`src/sv/mlr_pkg.sv`:
```
// Shared package of the midpoint line rasterizer: widths, item and state types,
// request and octant codes, and the per-octant direction tables.
// Depends on nothing; every other file of the block imports it.
package mlr_pkg;

   // Coordinate width and the widths that follow from it.
   localparam int COORD_BITS = 12;
   localparam int TWICE_BITS = COORD_BITS + 1;
   localparam int DEC_BITS   = COORD_BITS + 3;
   localparam int COLOUR_BITS = 32;

   typedef logic [COORD_BITS-1:0]  coord_type;
   typedef logic [TWICE_BITS-1:0]  twice_type;
   typedef logic signed [DEC_BITS-1:0] decision_type;
   typedef logic [COLOUR_BITS-1:0] colour_type;

   // Request codes carried in the req_type field.
   localparam logic REQ_START = 1'b0;
   localparam logic REQ_STEP  = 1'b1;

   // Octants, named by major direction then minor direction (y grows downwards).
   typedef enum logic [2:0] {
      OCT_RIGHT_UP   = 3'd0,
      OCT_UP_RIGHT   = 3'd1,
      OCT_UP_LEFT    = 3'd2,
      OCT_LEFT_UP    = 3'd3,
      OCT_LEFT_DOWN  = 3'd4,
      OCT_DOWN_LEFT  = 3'd5,
      OCT_DOWN_RIGHT = 3'd6,
      OCT_RIGHT_DOWN = 3'd7
   } octant_type;

   // One input item.
   typedef struct packed {
      logic       req_type;
      coord_type  start_x;
      coord_type  start_y;
      coord_type  end_x;
      coord_type  end_y;
      colour_type line_colour;
   } req_item_type;

   // One result item.
   typedef struct packed {
      logic       pixel_valid;
      coord_type  pixel_x;
      coord_type  pixel_y;
      colour_type pixel_colour;
      logic       last_pixel;
   } rsp_item_type;

   // State of the line being drawn.
   typedef struct packed {
      logic         busy;
      coord_type    cur_x;
      coord_type    cur_y;
      coord_type    steps;
      decision_type dec;
      twice_type    tmaj;
      twice_type    tmin;
      octant_type   oct;
      colour_type   colour;
   } line_state_type;

   // True when y is the major axis of the octant.
   function automatic logic oct_y_major(input octant_type oct);
      logic r;
      unique case (oct)
         OCT_UP_RIGHT, OCT_UP_LEFT, OCT_DOWN_LEFT, OCT_DOWN_RIGHT: r = 1'b1;
         default: r = 1'b0;
      endcase
      return r;
   endfunction

   // True when x decreases along the line.
   function automatic logic oct_x_down(input octant_type oct);
      logic r;
      unique case (oct)
         OCT_UP_LEFT, OCT_LEFT_UP, OCT_LEFT_DOWN, OCT_DOWN_LEFT: r = 1'b1;
         default: r = 1'b0;
      endcase
      return r;
   endfunction

   // True when y decreases along the line.
   function automatic logic oct_y_down(input octant_type oct);
      logic r;
      unique case (oct)
         OCT_RIGHT_UP, OCT_UP_RIGHT, OCT_UP_LEFT, OCT_LEFT_UP: r = 1'b1;
         default: r = 1'b0;
      endcase
      return r;
   endfunction

   // Moves a coordinate by one, wrapping at the coordinate width.
   function automatic coord_type step_coord(input coord_type c, input logic down);
      return down ? c - coord_type'(1) : c + coord_type'(1);
   endfunction

endpackage

```
`src/sv/mlr_if.sv`:
```
// Valid/ready channel interfaces for the request and result items of the
// midpoint line rasterizer. Depends on mlr_pkg for the item types.

interface mlr_req_if;
   import mlr_pkg::*;
   logic         valid;
   logic         ready;
   req_item_type item;
   modport source (output valid, output item, input ready);
   modport sink   (input valid, input item, output ready);
endinterface

interface mlr_rsp_if;
   import mlr_pkg::*;
   logic         valid;
   logic         ready;
   rsp_item_type item;
   modport source (output valid, output item, input ready);
   modport sink   (input valid, input item, output ready);
endinterface

```
`src/sv/midpoint_line_rasterizer_core.sv`:
```
// Midpoint line rasterizer, all octants: one result item per request item.
// A request item waits in the input register until the result register is free.
// Throughput: one item per cycle unless the result side stalls; each step is a single add, compare and increment.
// Reset (synchronous, active high) empties both registers and clears the line state.
// Depends on mlr_pkg, mlr_if, mlr_setup and mlr_step.
module midpoint_line_rasterizer_core (
   input  logic          clock,
   input  logic          reset,
   mlr_req_if.sink       req_port,
   mlr_rsp_if.source     rsp_port
);
   import mlr_pkg::*;

   logic           in_valid_ff;
   logic           in_valid_in;
   req_item_type   in_item_ff;
   logic           rsp_valid_ff;
   logic           rsp_valid_in;
   rsp_item_type   rsp_item_ff;
   rsp_item_type   rsp_item_in;
   line_state_type line_ff;
   line_state_type line_in;
   line_state_type setup_line;
   line_state_type step_line;
   logic           out_free;
   logic           in_fire;
   logic           is_start;

   mlr_setup u_setup (.item(in_item_ff), .line(setup_line));
   mlr_step  u_step  (.cur(line_ff), .nxt(step_line));

   // Handshake: the input register moves on whenever the result register is free.
   always_comb begin
      out_free       = !rsp_valid_ff || rsp_port.ready;
      in_fire        = in_valid_ff && out_free;
      req_port.ready = !in_valid_ff || out_free;
      in_valid_in    = (req_port.valid && req_port.ready) ? 1'b1
                     : (in_fire ? 1'b0 : in_valid_ff);
      rsp_valid_in   = in_fire ? 1'b1 : (rsp_port.ready ? 1'b0 : rsp_valid_ff);
   end

   // Next line state and the result item of the registered request.
   always_comb begin
      is_start    = in_item_ff.req_type == REQ_START;
      line_in     = line_ff;
      rsp_item_in = '0;
      if (is_start) begin
         line_in = setup_line;
      end else if (line_ff.busy) begin
         line_in = step_line;
      end
      if (is_start || line_ff.busy) begin
         rsp_item_in.pixel_valid  = 1'b1;
         rsp_item_in.pixel_x      = line_in.cur_x;
         rsp_item_in.pixel_y      = line_in.cur_y;
         rsp_item_in.pixel_colour = line_in.colour;
         rsp_item_in.last_pixel   = !line_in.busy;
      end
   end

   // Control registers.
   always_ff @(posedge clock) begin
      if (reset) begin
         in_valid_ff  <= 1'b0;
         rsp_valid_ff <= 1'b0;
         line_ff      <= '0;
      end else begin
         in_valid_ff  <= in_valid_in;
         rsp_valid_ff <= rsp_valid_in;
         if (in_fire) begin
            line_ff <= line_in;
         end
      end
   end

   // Payload registers.
   always_ff @(posedge clock) begin
      if (req_port.valid && req_port.ready) begin
         in_item_ff <= req_port.item;
      end
      if (in_fire) begin
         rsp_item_ff <= rsp_item_in;
      end
   end

   assign rsp_port.valid = rsp_valid_ff;
   assign rsp_port.item  = rsp_item_ff;

endmodule

```
`src/sv/mlr_setup.sv`:
```
// Line setup: picks the octant of a new line and forms its initial state.
// Purely combinational. Depends on mlr_pkg.
module mlr_setup (
   input  mlr_pkg::req_item_type   item,
   output mlr_pkg::line_state_type line
);
   import mlr_pkg::*;

   coord_type  aw;
   coord_type  ah;
   coord_type  maj;
   coord_type  mnr;
   logic       w_pos;
   logic       w_neg;
   logic       h_pos;
   logic       h_neg;
   octant_type oct;

   // Signs and magnitudes of the endpoint deltas.
   always_comb begin
      w_pos = item.end_x > item.start_x;
      w_neg = item.end_x < item.start_x;
      h_pos = item.end_y > item.start_y;
      h_neg = item.end_y < item.start_y;
      aw = w_neg ? item.start_x - item.end_x : item.end_x - item.start_x;
      ah = h_neg ? item.start_y - item.end_y : item.end_y - item.start_y;
   end

   // Octant choice; the order of the tests settles the boundary cases.
   always_comb begin
      if (w_pos && !h_pos) begin
         oct = (aw >= ah) ? OCT_RIGHT_UP : OCT_UP_RIGHT;
      end else if (!w_pos && !h_pos) begin
         oct = (aw < ah) ? OCT_UP_LEFT : OCT_LEFT_UP;
      end else if (w_neg && !h_neg) begin
         oct = (aw > ah) ? OCT_LEFT_DOWN : OCT_DOWN_LEFT;
      end else begin
         oct = (aw < ah) ? OCT_DOWN_RIGHT : OCT_RIGHT_DOWN;
      end
   end

   // Initial decision value and step counts.
   always_comb begin
      maj = oct_y_major(oct) ? ah : aw;
      mnr = oct_y_major(oct) ? aw : ah;
      line.busy   = maj != '0;
      line.cur_x  = item.start_x;
      line.cur_y  = item.start_y;
      line.steps  = maj;
      line.tmaj   = {maj, 1'b0};
      line.tmin   = {mnr, 1'b0};
      line.dec    = $signed({{(DEC_BITS-COORD_BITS-1){1'b0}}, mnr, 1'b0})
                  - $signed({{(DEC_BITS-COORD_BITS){1'b0}}, maj});
      line.oct    = oct;
      line.colour = item.line_colour;
   end

endmodule

```
`src/sv/mlr_step.sv`:
```
// One midpoint step: advances the major axis, and the minor axis when the
// decision value is above zero. Purely combinational. Depends on mlr_pkg.
module mlr_step (
   input  mlr_pkg::line_state_type cur,
   output mlr_pkg::line_state_type nxt
);
   import mlr_pkg::*;

   logic         ymaj;
   logic         dec_pos;
   decision_type tmaj_ext;
   decision_type tmin_ext;

   always_comb begin
      ymaj     = oct_y_major(cur.oct);
      dec_pos  = !cur.dec[DEC_BITS-1] && (cur.dec != '0);
      tmaj_ext = $signed({{(DEC_BITS-TWICE_BITS){1'b0}}, cur.tmaj});
      tmin_ext = $signed({{(DEC_BITS-TWICE_BITS){1'b0}}, cur.tmin});

      nxt = cur;
      // The major axis always moves; the minor one only on a positive decision.
      if (!ymaj || dec_pos) begin
         nxt.cur_x = step_coord(cur.cur_x, oct_x_down(cur.oct));
      end
      if (ymaj || dec_pos) begin
         nxt.cur_y = step_coord(cur.cur_y, oct_y_down(cur.oct));
      end
      nxt.dec   = dec_pos ? cur.dec - tmaj_ext + tmin_ext : cur.dec + tmin_ext;
      nxt.steps = cur.steps - coord_type'(1);
      nxt.busy  = nxt.steps != '0;
   end

endmodule

```
`src/flat_wrapper.sv`:
```
// flat-port wrapper written by rule: the top's interface ports become plain ports
module midpoint_line_rasterizer_core_flat import mlr_pkg::*;
  (clock, reset, req_port_valid, req_port_item, req_port_ready, rsp_port_valid, rsp_port_item, rsp_port_ready);
  mlr_req_if req_port_i ();
  mlr_rsp_if rsp_port_i ();
  input  logic clock;
  input  logic reset;
  input wire logic [$bits(req_port_i.valid)-1:0] req_port_valid;
  input wire logic [$bits(req_port_i.item)-1:0] req_port_item;
  output wire logic [$bits(req_port_i.ready)-1:0] req_port_ready;
  output wire logic [$bits(rsp_port_i.valid)-1:0] rsp_port_valid;
  output wire logic [$bits(rsp_port_i.item)-1:0] rsp_port_item;
  input wire logic [$bits(rsp_port_i.ready)-1:0] rsp_port_ready;
  assign req_port_i.valid = req_port_valid;
  assign req_port_i.item = req_port_item;
  assign req_port_ready = req_port_i.ready;
  assign rsp_port_valid = rsp_port_i.valid;
  assign rsp_port_item = rsp_port_i.item;
  assign rsp_port_i.ready = rsp_port_ready;
  midpoint_line_rasterizer_core u_core (.clock(clock), .reset(reset), .req_port(req_port_i), .rsp_port(rsp_port_i));
endmodule
```
`config.mk`:
```
export PLATFORM = sky130hd
export DESIGN_NAME = midpoint_line_rasterizer_core_flat
export DESIGN_NICKNAME = d
export VERILOG_FILES = /design/src/sv/mlr_pkg.sv /design/src/sv/mlr_if.sv /design/src/sv/midpoint_line_rasterizer_core.sv /design/src/sv/mlr_setup.sv /design/src/sv/mlr_step.sv /design/src/flat_wrapper.sv
export SDC_FILE = /design/constraint.sdc
export NUM_CORES = 1
export LEC_CHECK = 0
export BUFFER_PORTS_ARGS = -buffer_cell sky130_fd_sc_hd__clkbuf_2
export CAP_MARGIN = 30
export CORE_MARGIN = 4
export CORE_UTILIZATION = 45
export CTS_CLUSTER_DIAMETER = 80
export DETAILED_ROUTE_END_ITERATION = 6
export PLACE_DENSITY_LB_ADDON = 0.3
export SYNTH_ARGS = -nofsm -noshare
export SYNTH_HDL_FRONTEND = slang
export SYNTH_HIERARCHICAL = 1
export SYNTH_SLANG_ARGS = --single-unit
export TNS_END_PERCENT = 5
```
`constraint.sdc`:
```
create_clock -name clock -period 10.34 [get_ports clock]
set_input_delay 2.068 -clock clock [delete_from_list [all_inputs] [get_ports clock]]
set_output_delay 2.068 -clock clock [all_outputs]
set_load 0.01 [all_outputs]
```
; Word level (Yosys, flattened, before mapping)
; Cells that the tools add are included.
[totals]
register_bits = 254
latchBits = 0
ramBits = 0
rom_bits = 0
in_bits = 85
out_inout_bits = 60
word_cells = 114
mem_count = 0
[op_classes]
add_sub_neg = 13
multipliers = 0
n_div = 0
n_lt_le_gt_ge = 7
n_eq_ne = 11
shift = 0
n_mux = 29
n_bitwise = 1
reduce_logical = 31
[ops]
columns = op, count
row1 = two-way mux 113 bit, 2
row2 = two-way mux 12 bit, 8
row3 = two-way mux 58 bit, 1
row4 = subtractor 12 bit, 4
row5 = > comparator 12 bit, 3
row6 = less-than comparator 12 bit, 3
row7 = subtractor 12 x 1 -> 12 bit (second input constant), 3
row8 = adder 15 x 14 -> 15 bit, 2
row9 = adder 12 x 1 -> 12 bit (second input constant), 2
row10 = nonzero test 12 bit, 2
row11 = OR reduction 4 bit, 4
row12 = equality test 3 bit (second input constant), 5
row13 = two-way mux 15 bit, 1
row14 = nonzero test 15 bit, 1
row15 = subtractor 15 x 14 -> 15 bit, 1
row16 = two-way mux 1 bit, 14
row17 = subtractor 13 x 12 -> 14 bit, 1
row18 = greater-or-equal comparator 12 bit, 1
row19 = equality test 3 x 2 -> 1 bit (second input constant), 3
row20 = logical NOT 1 bit, 8
row21 = equality test 3 x 1 -> 1 bit (second input constant), 2
row22 = logical AND 1 bit, 6
row23 = two-way mux 3 bit, 2
row24 = logical OR 1 bit, 5
row25 = 6 further kinds, 8

; Depth between registers and ports, before layout
; Gate-level depths: netlist (run 1).
[logic_depth]
depth_word = 15
ltp_mapped = 38
depth_no_buf = 34

; Modules after synthesis
; The synthesis (run 1) kept the hierarchy.
[by_module_without_submodules]
columns = module, instances, cells_per_inst, area_per_inst_um2, seq_area_each_um2
row1 = midpoint_line_rasterizer_core, 1, 793, 10048.4, 6476.2
row2 = mlr_setup, 1, 602, 4129.0, 0.0
row3 = mlr_step, 1, 526, 3778.6, 0.0

; Least setup slack after synthesis (run 1)
; No wires, ideal clock.
[synth_path]
path_kind = register -> register
startpoint = register u_core/in_item_ff[32] (netlist name)
endpoint = register u_core/line_ff[73] (netlist name)
setup_ns = 0.126
arrival_ns = 7.558
required_ns = 10.214
path_slack_ns = 2.655
path_stages_with_launch = 36
n_path_buf = 4
synth_period_minus_slack_ns = 7.685
cell_sequence = edfxtp_1 -> inv_1 -> ha_1 -> inv_1 -> fa_1 -> a211o_1 -> a211oi_2 -> o21a_2 -> clkbuf_1 -> mux2i_1 -> or4b_1 -> o211ai_2 -> ha_1 -> a21o_1 -> a21oi_1 -> nor2b_1 -> or4_1 -> o21a_1 -> nor2_1 -> buf_1 -> clkbuf_1 -> buf_2 -> a21oi_1 -> fa_1 -> a21o_1 -> a21oi_1 -> o21ai_0 -> a21oi_1 -> o21ai_0 -> maj3_1 -> mux2i_1 -> o221ai_1 -> xnor2_1 -> nor2b_1 -> a21oi_1 -> a211oi_2
[synth_rtl]
columns = element, line
row1 = start: declaration, midpoint_line_rasterizer_core.sv:16  ; req_item_type in_item_ff;
row2 = start signal: assignment, midpoint_line_rasterizer_core.sv:79  ; in_item_ff <= req_port.item;
row3 = end signal: assignment, midpoint_line_rasterizer_core.sv:71  ; line_ff <= line_in;
row4 = end: declaration, midpoint_line_rasterizer_core.sv:21  ; line_state_type line_ff;

==> results.json, run 1 <==
{
  "drt-total-wl_mm": 44.00,
  "drc": 0,
  "vias": 13410,
  "rsz0062_at_grt": "false",
  "ys_seq_area_frac": 0.3607,
  "period_share": 0.8223,
  "grt_pass1_wl_mm": 69.85,
  "routedWlPerCell_um": 18.17,
  "ant_nets": 0,
  "clock-skew-final_ns": 0.01790,
  "ys_warn_count": 6,
  "cp.arrival_ns": 8.91,
  "cts_max_level": 1,
  "grt_pass1_vias": 12990,
  "start_util": 0.4603,
  "path_common_cell": "a21oi_1",
  "fin_setup_tns_ns": 0,
  "hold_violations": 0,
  "power.share.combinational": 0.462,
  "num_rows": 72,
  "power.switching_mw": 1.506,
  "intPower_mw": 2.362,
  "cts_tree": "done",
  "die-area_mm2": 0.04316,
  "grt_use_total": 0.1946,
  "async_reset_ff_frac": 0,
  "clk_path_buf_depth": 3,
  "num-nets-final": 2113,
  "multi_input_area_mm2": 0.008959,
  "power_density_mw_per_mm2": 205.8,
  "viasPerCell": 5.536,
  "critPathLaunchType": "register",
  "total_power_mw": 3.868,
  "cp-end-kind": "register",
  "synth_cell_type_count": 90,
  "place_hpwl_mm": 32.38,
  "status": "completed",
  "ir_drop_uv": 137.7,
  "crit_type": "register to register",
  "cp_max_fo": 20,
  "ys_ff_latch": 254,
  "port_buffers": 144,
  "seq_power_share": 0.302,
  "max_freq_mhz": 117.6,
  "drive_gt1_frac": 0.1518,
  "drtPass1Iterations": 5,
  "clockPowerShare": 0.236,
  "worst_pin_slew_ns": 0.9183,
  "maxCapViolCount": 0,
  "ctsHoldBuffers": 0,
  "slew_violations": 0,
  "cts.reportedPaths.clkPinSlew_ns": 0.06,
  "hold_path_class": "register to register",
  "final_cell_mix": "inv_1, a21oi_1, clkbuf_2",
  "dieWidth_um": 207.8,
  "routabilityCongestion": 0.9301,
  "crit_required_ns": 10.74,
  "post-cts-setup-buffer-count": 0,
  "sw_frac_of_total": 0.3892,
  "grt_overflow": 0,
  "setup_slack_ns": 1.837,
  "final.min_clock_period_ns": 8.503,
  "synthFlopType": "edfxtp_1",
  "syn_inst": 1921,
  "cpMaxStageDelayCell": "nor2b_1",
  "dp_slack_ns": 1.937,
  "layout_commonest_cell": "inv_1",
  "seqCellArea_mm2": 0.006477,
  "die_h_um": 207.8,
  "pin_count": 145,
  "clkLatencyLatePin_ns": 0.57,
  "setup_violations": 0,
  "cts-buffers-inserted": 27,
  "cts_sinks": 254,
  "slowest_delay_ns": 0.66,
  "cts_resized": 0,
  "p_leak_nw": 8.263,
  "cts-root-buf": "clkbuf_16",
  "synth-edff-count": 139,
  "grt_antenna_before_repair": 0,
  "grt_max_degree": 71,
  "area_growth_pct": 4.662,
  "synth.cell_area_mm2": 0.01796,
  "antenna_cells": 0,
  "synth.avg_cell_area_um2": 9.347,
  "core_mm2": 0.03901,
  "nFillCells": 3650,
  "drt-initial-drc-count": 873,
  "slew_headroom": 0.3878
}
-- flip-flops by register name, indices dropped and copies added (netlist names) --
register / flops
u_core/line_ff: 113
u_core/in_item_ff: 81
u_core/rsp_port.item: 58
u_core/in_valid_ff: 1
u_core/rsp_port.valid: 1
-- layout make-up --
type / instances / share of cell area
timing repair buffer: 162 / 0.04787
multi-input combinational: 1178 / 0.4767
sequential: 254 / 0.3447
clock buffer: 35 / 0.03875
clock inverter: 15 / 0.005459
tap: 518 / 0.03449
inverter: 260 / 0.05206
-- power by group through the flow --
stage	sequential [mW]	clock (mW)	combinational [mW]
global route	1.17	0.979	1.98
floorplan	1.18	0	1.45
detailed placement	1.19	0	1.76
global placement	1.19	0	1.74
CTS	1.17	0.940	1.77
finish	1.17	0.914	1.79
-- through the flow --
| step | hold WS (ns) | instances | instance area (um^2) | util |
|---|---|---|---|---|
| global placement | 0.4446 | 2369 | 17900 | 0.4588 |
| detailed placement | 0.4475 | 2372 | 17960 | 0.4605 |
| floorplan | 0.4335 | 1922 | 17960 | - |
| global route | 0.4811 | 2422 | 18790 | 0.4818 |
| finish | 0.4649 | 2422 | 18790 | 0.4818 |
| CTS | 0.4668 | 2422 | 18790 | 0.4818 |
-- synthesized netlist by cell type (29+ instances only) --
library cell  instances  area (um^2)
xor2_1               38        332.8
a211oi_1             29        217.7
nor2b_1              66        412.9
inv_1               256        960.9
xnor2_1              40        350.3
nor2_1               60        225.2
ha_1                124         1551
o21ai_0              74        370.4
dfxtp_1             115         2302
o2bb2ai_1            56        490.5
buf_4               149         1119
buf_2                43        215.2
a211oi_2             42        525.5
a21o_1               37        277.8
edfxtp_1            139         4174
a31oi_1              67        419.2
a21oi_1             146        730.7
a2bb2oi_1            56        490.5
nand2_1              86        322.8
-- logic make-up (layout without fill, tap and decap cells) --
family | count (synthesis) | in the layout | synth area share
other cells | 1 | 2 | 0.0002088
mux | 26 | 26 | 0.01484
xor+xnor | 78 | 78 | 0.03805
simple gates | 327 | 327 | 0.09407
fa+ha+maj | 147 | 147 | 0.1109
buf+inv | 490 | 472 | 0.1419
compound gates | 598 | 598 | 0.2394
flops | 254 | 254 | 0.3607
-- final timing paths --
kind / slack [ns] / cells after the start / start / endpoint
setup / recovery: 1.84 / 34 / u_core/in_item_ff[44] / u_core/line_ff[73]
hold reg to reg: 0.46 / 1 / u_core/line_ff[16] / u_core/line_ff[16]
hold / removal: 0.46 / 1 / u_core/line_ff[16] / u_core/line_ff[16]
setup reg to reg: 1.84 / 34 / u_core/in_item_ff[44] / u_core/line_ff[73]
-- critical path: cells and delay by family (launching register included) --
family / cells / cell delay, ns
compound gates: 15 / 2.96
simple gates: 6 / 1.95
fa+ha+maj: 5 / 1.77
buf+inv: 4 / 0.56
mux: 2 / 0.45
flops: 1 / 0.39
xor+xnor: 2 / 0.27
-- routing by layer --
| metal | vias to the layer above | global-route usage | part of all wire |
|---|---|---|---|
| li1 | 6583 | - | - |
| met1 | 6439 | 0.2558 | 0.43 |
| met2 | 324 | 0.3396 | 0.50 |
| met3 | 62 | 0.02161 | 0.044 |
| met4 | 0 | 0.05753 | 0.030 |
| met5 | - | 0 | 0 |
Power figures use the tool's default switching activity.
==> inputs of run 2 (changes only) <==
- clock period: 10.34 -> 8.3 ns (I/O delays scaled with it)
==> results.json, run 2 (synthesis results as in run 1) <==
{
  "cpMaxStageDelayCell": "or4_1",
  "setup_violations": 0,
  "largest_register_ff_count": 113,
  "setup_slack_ns": 0.5515,
  "place_hpwl_mm": 33.04,
  "grt_util_met1": 0.2656,
  "max_freq_mhz": 129.1,
  "num-nets-final": 2117,
  "critPathLaunchType": "register",
  "cts_max_level": 1,
  "ir_drop_uv": 156.6,
  "area_growth_pct": 5.491,
  "p_leak_nw": 8.335,
  "clk_path_buf_depth": 3,
  "drtPass1Iterations": 5,
  "grt_antenna_before_repair": 1,
  "routedWlPerCell_um": 18.63,
  "final_cells": 2427,
  "vias": 13350,
  "critPathBufInv": 3,
  "start_util": 0.4603,
  "viasPerCell": 5.499,
  "crit_required_ns": 8.72,
  "drt-initial-drc-count": 1000,
  "cp_max_fo": 10,
  "cts.reportedPaths.clkPinSlew_ns": 0.06,
  "layout_commonest_cell": "inv_1",
  "slew_headroom": 0.3795,
  "cts-buffers-inserted": 27,
  "ctsHoldBuffers": 0,
  "cp.arrival_ns": 8.17,
  "cts_tree": "done",
  "final.min_clock_period_ns": 7.748,
  "path_common_cell": "a21oi_1",
  "nFillCells": 3592,
  "clkLatencyLatePin_ns": 0.58,
  "grt_pass1_vias": 13240,
  "power.share.combinational": 0.456,
  "grt_max_degree": 69,
  "drc": 0,
  "num_rows": 72,
  "clockPowerShare": 0.252,
  "grt_pass1_wl_mm": 71.66,
  "sw_frac_of_total": 0.3869,
  "crit_family": "compound AO/OA/AOI/OAI gates",
  "drive_gt1_frac": 0.1572,
  "routabilityCongestion": 0.9059,
  "core_mm2": 0.03901,
  "use_met3": 0.02191,
  "holdWs_ns": 0.4639,
  "intPower_mw": 3.063,
  "dp_slack_ns": 0.4909,
  "gr-max-usage-layer": "met2",
  "placedCellCount": 2375,
  "rsz0062_at_grt": "false",
  "clock-skew-final_ns": 0.03084,
  "power_density_mw_per_mm2": 263.7,
  "ant_nets": 0,
  "cp-end-kind": "register",
  "pin_count": 145,
  "port_buffers": 144,
  "seq_power_share": 0.292,
  "top_register": "u_core/line_ff",
  "hold_violations": 0,
  "final_cell_mix": "inv_1, a21oi_1, clkbuf_2",
  "grt_overflow": 0,
  "dieWidth_um": 207.8,
  "maxCapViolCount": 0,
  "drt-total-wl_mm": 45.22,
  "slowest_delay_ns": 0.49,
  "fin_setup_tns_ns": 0,
  "crit_type": "register to register",
  "grt_use_total": 0.1995,
  "cts-root-buf": "clkbuf_16",
  "period_share": 0.9336,
  "slew_violations": 0,
  "finish.utilization": 0.4856,
  "cts_sinks": 254,
  "worst_pin_slew_ns": 0.9307,
  "die_h_um": 207.8,
  "hold_path_class": "register to register",
  "die-area_mm2": 0.04316,
  "status": "completed",
  "power.switching_mw": 1.933,
  "grt.met2_usage": 0.3434
}
-- run 2: cell count changes in the layout (fill, tap and decap cells not counted), sizes merged --
| cell | previous run | this run |
|---|---|---|
| diode | 0 | 1 |
| clkinv | 12 | 10 |
| clkbuf | 178 | 176 |
| bufinv | 0 | 2 |
| inv | 260 | 262 |
| buf | 19 | 23 |
-- run 2: through the flow --
stage | cell area [um^2] | power [mW]
after floorplan | 17960 | 3.284
after global placement | 17920 | 3.680
after detailed placement | 17970 | 3.704
after CTS | 18910 | 4.975
after global routing | 18940 | 5.319
final | 18940 | 4.996
-- run 2: cell type report --
cell class / count / area [um^2] / area share
repair buffers: 166 / 918.4 / 0.04848
clock inverters: 17 / 167.7 / 0.008851
multi-input cells: 1178 / 8979 / 0.4740
clock buffers: 33 / 770.7 / 0.04069
flip-flops and latches: 254 / 6477 / 0.3420
well taps: 518 / 648.1 / 0.03422
diodes: 1 / 2.502 / 0.0001321
inverters: 260 / 978.4 / 0.05165
-- run 2: per-layer routing --
layer / share of wire / vias up
met4: 0.031 / 0
met2: 0.48 / 309
met5: 0 / -
met3: 0.038 / 68
li1: - / 6594
met1: 0.45 / 6375
-- run 2: final timing paths --
path	end	slack [ns]	from	cells past startpoint
max	u_core/line_ff[73]	0.55	u_core/in_item_ff[32]	33
min	u_core/line_ff[13]	0.46	u_core/line_ff[13]	1
min reg2reg	u_core/line_ff[13]	0.46	u_core/line_ff[13]	1
max reg2reg	u_core/line_ff[73]	0.55	u_core/in_item_ff[32]	33
-- run 2: worst register-to-register path, delay by kind of cell, from the launching register on --
kind                     cells  cell delay [ns]
AO/OA/AOI/OAI               17             3.32
AND/OR/NAND/NOR              6             1.69
adder cells (fa/ha/maj)      5             1.62
flip-flops                   1             0.39
buffers and inverters        3             0.22
multiplexers                 1             0.22
XOR/XNOR                     1             0.14
-- run 2: power groups by stage --
stage	combinational, mW	clock [mW]	sequential, mW
3_3_place_gp	2.20	0	1.48
3_5_place_dp	2.22	0	1.48
2_1_floorplan	1.81	0	1.47
5_1_grt	2.51	1.34	1.46
4_1_cts	2.23	1.28	1.46
6_report	2.28	1.26	1.46
-- run 2: what timing repair did --
action	in CTS	in global routing
gates resized for setup	0	6
setup endpoints to repair	0	5
buffers inserted	0	1
==> inputs of run 3 (changes only) <==
- CORE_MARGIN: 4 -> 5
- CTS_BUF_LIST: default -> sky130_fd_sc_hd__clkbuf_8 sky130_fd_sc_hd__clkbuf_16
==> results.json, run 3 (synthesis results as in run 1) <==
{
  "status": "completed",
  "ant_nets": 0,
  "final.min_clock_period_ns": 7.760,
  "drt-initial-drc-count": 900,
  "grt_pass1_wl_mm": 71.17,
  "path_common_cell": "a21oi_1",
  "drc": 0,
  "port_buffers": 144,
  "die-area_mm2": 0.04400,
  "pin_count": 145,
  "setup_slack_ns": 0.5395,
  "cts_sinks": 254,
  "viasPerCell": 5.492,
  "layout_commonest_cell": "inv_1",
  "drtPass1Iterations": 5,
  "crit_required_ns": 8.71,
  "grt_max_degree": 77,
  "hold_violations": 0,
  "num-nets-final": 2116,
  "die_h_um": 209.8,
  "fin_setup_tns_ns": 0,
  "dp_slack_ns": 0.4934,
  "ir_drop_uv": 179.2,
  "slew_headroom": 0.3662,
  "cts_tree": "done",
  "drt-total-wl_mm": 44.87,
  "routabilityCongestion": 0.9324,
  "power_density_mw_per_mm2": 262.8,
  "num_rows": 73,
  "cp.arrival_ns": 8.17,
  "crit_type": "register to register",
  "setup_violations": 0,
  "antenna_cells": 0,
  "p_leak_nw": 8.361,
  "cp-end-kind": "register",
  "final_cell_area_mm2": 0.01897,
  "cp_max_fo": 13,
  "core_mm2": 0.03964,
  "drive_gt1_frac": 0.1557,
  "largest_register_ff_count": 113,
  "maxCapViolCount": 0,
  "finish.utilization": 0.4785,
  "slew_violations": 0,
  "holdWs_ns": 0.4628,
  "total_power_mw": 4.985,
  "cts-buffers-inserted": 27,
  "clk_path_buf_depth": 3,
  "slowest_delay_ns": 0.48,
  "dieWidth_um": 209.8,
  "clkLatencyLatePin_ns": 0.58,
  "cts_max_level": 1,
  "start_util": 0.4530,
  "cts-root-buf": "clkbuf_16",
  "top_register": "u_core/line_ff",
  "clock-skew-final_ns": 0.02920,
  "routedWlPerCell_um": 18.45,
  "grt_pass1_vias": 13190,
  "vias": 13360,
  "place_hpwl_mm": 33.17,
  "dpl-instance-area_mm2": 0.01795,
  "final_cell_mix": "inv_1, a21oi_1, clkbuf_2",
  "cts.reportedPaths.clkPinSlew_ns": 0.06,
  "grt_use_total": 0.1962,
  "grt_antenna_before_repair": 0,
  "rsz0062_at_grt": "false",
  "critPathLaunchType": "register",
  "area_growth_pct": 5.630,
  "max_freq_mhz": 128.9,
  "period_share": 0.9350,
  "placedCellCount": 2381,
  "worst_pin_slew_ns": 0.9507,
  "cpMaxStageDelayCell": "or4_1",
  "final_cells": 2432,
  "grt_overflow": 0,
  "hold_path_class": "register to register"
}
run 3: layout make-up:
cell class                 instances  area, um^2
clock buffer                      34       783.3
clock inverter                    16       172.7
fill                            3802       20670
inverter                         260       978.4
multi-input combinational       1178        8992
sequential                       254        6477
tap                              525       656.9
timing repair buffer             165       905.9
run 3: worst paths after layout:
check                             start  slack, ns  cells past startpoint            endpoint
setup / recovery  u_core/in_item_ff[32]       0.54                     32  u_core/line_ff[73]
setup reg to reg  u_core/in_item_ff[32]       0.54                     32  u_core/line_ff[73]
hold / removal       u_core/line_ff[20]       0.46                      1  u_core/line_ff[20]
hold reg to reg      u_core/line_ff[20]       0.46                      1  u_core/line_ff[20]
run 3: routing by layer:
metal | share of wire | vias to the layer above | routed length [um] | track usage
met1 | 0.44 | 6409 | 19950 | 0.2571
met4 | 0.028 | 0 | 1253 | 0.05491
met5 | 0 | - | 0 | 0
met2 | 0.49 | 283 | 22080 | 0.3450
met3 | 0.035 | 67 | 1591 | 0.02048
li1 | - | 6598 | - | -
run 3: what timing repair did:
action,4_1_cts,5_1_grt
hold endpoints to repair,0,0
setup buffers,0,0
gates resized for setup,0,8
setup endpoints to repair,0,5
hold buffers,0,0
run 3: critical path, delay by kind of cell, from the launching register on:
family	cells	cell delay [ns]
xor+xnor	1	0.14
flops	1	0.38
simple gates	6	1.66
fa+ha+maj	5	1.64
compound gates	15	3.04
buf+inv	3	0.22
mux	2	0.52
run 3: where the power goes:
group | internal (mW) | switching [mW] | leakage (nW)
Combinational | 0.930 | 1.32 | 5.59
Clock | 0.762 | 0.512 | 0.489
Sequential | 1.40 | 0.0530 | 2.28
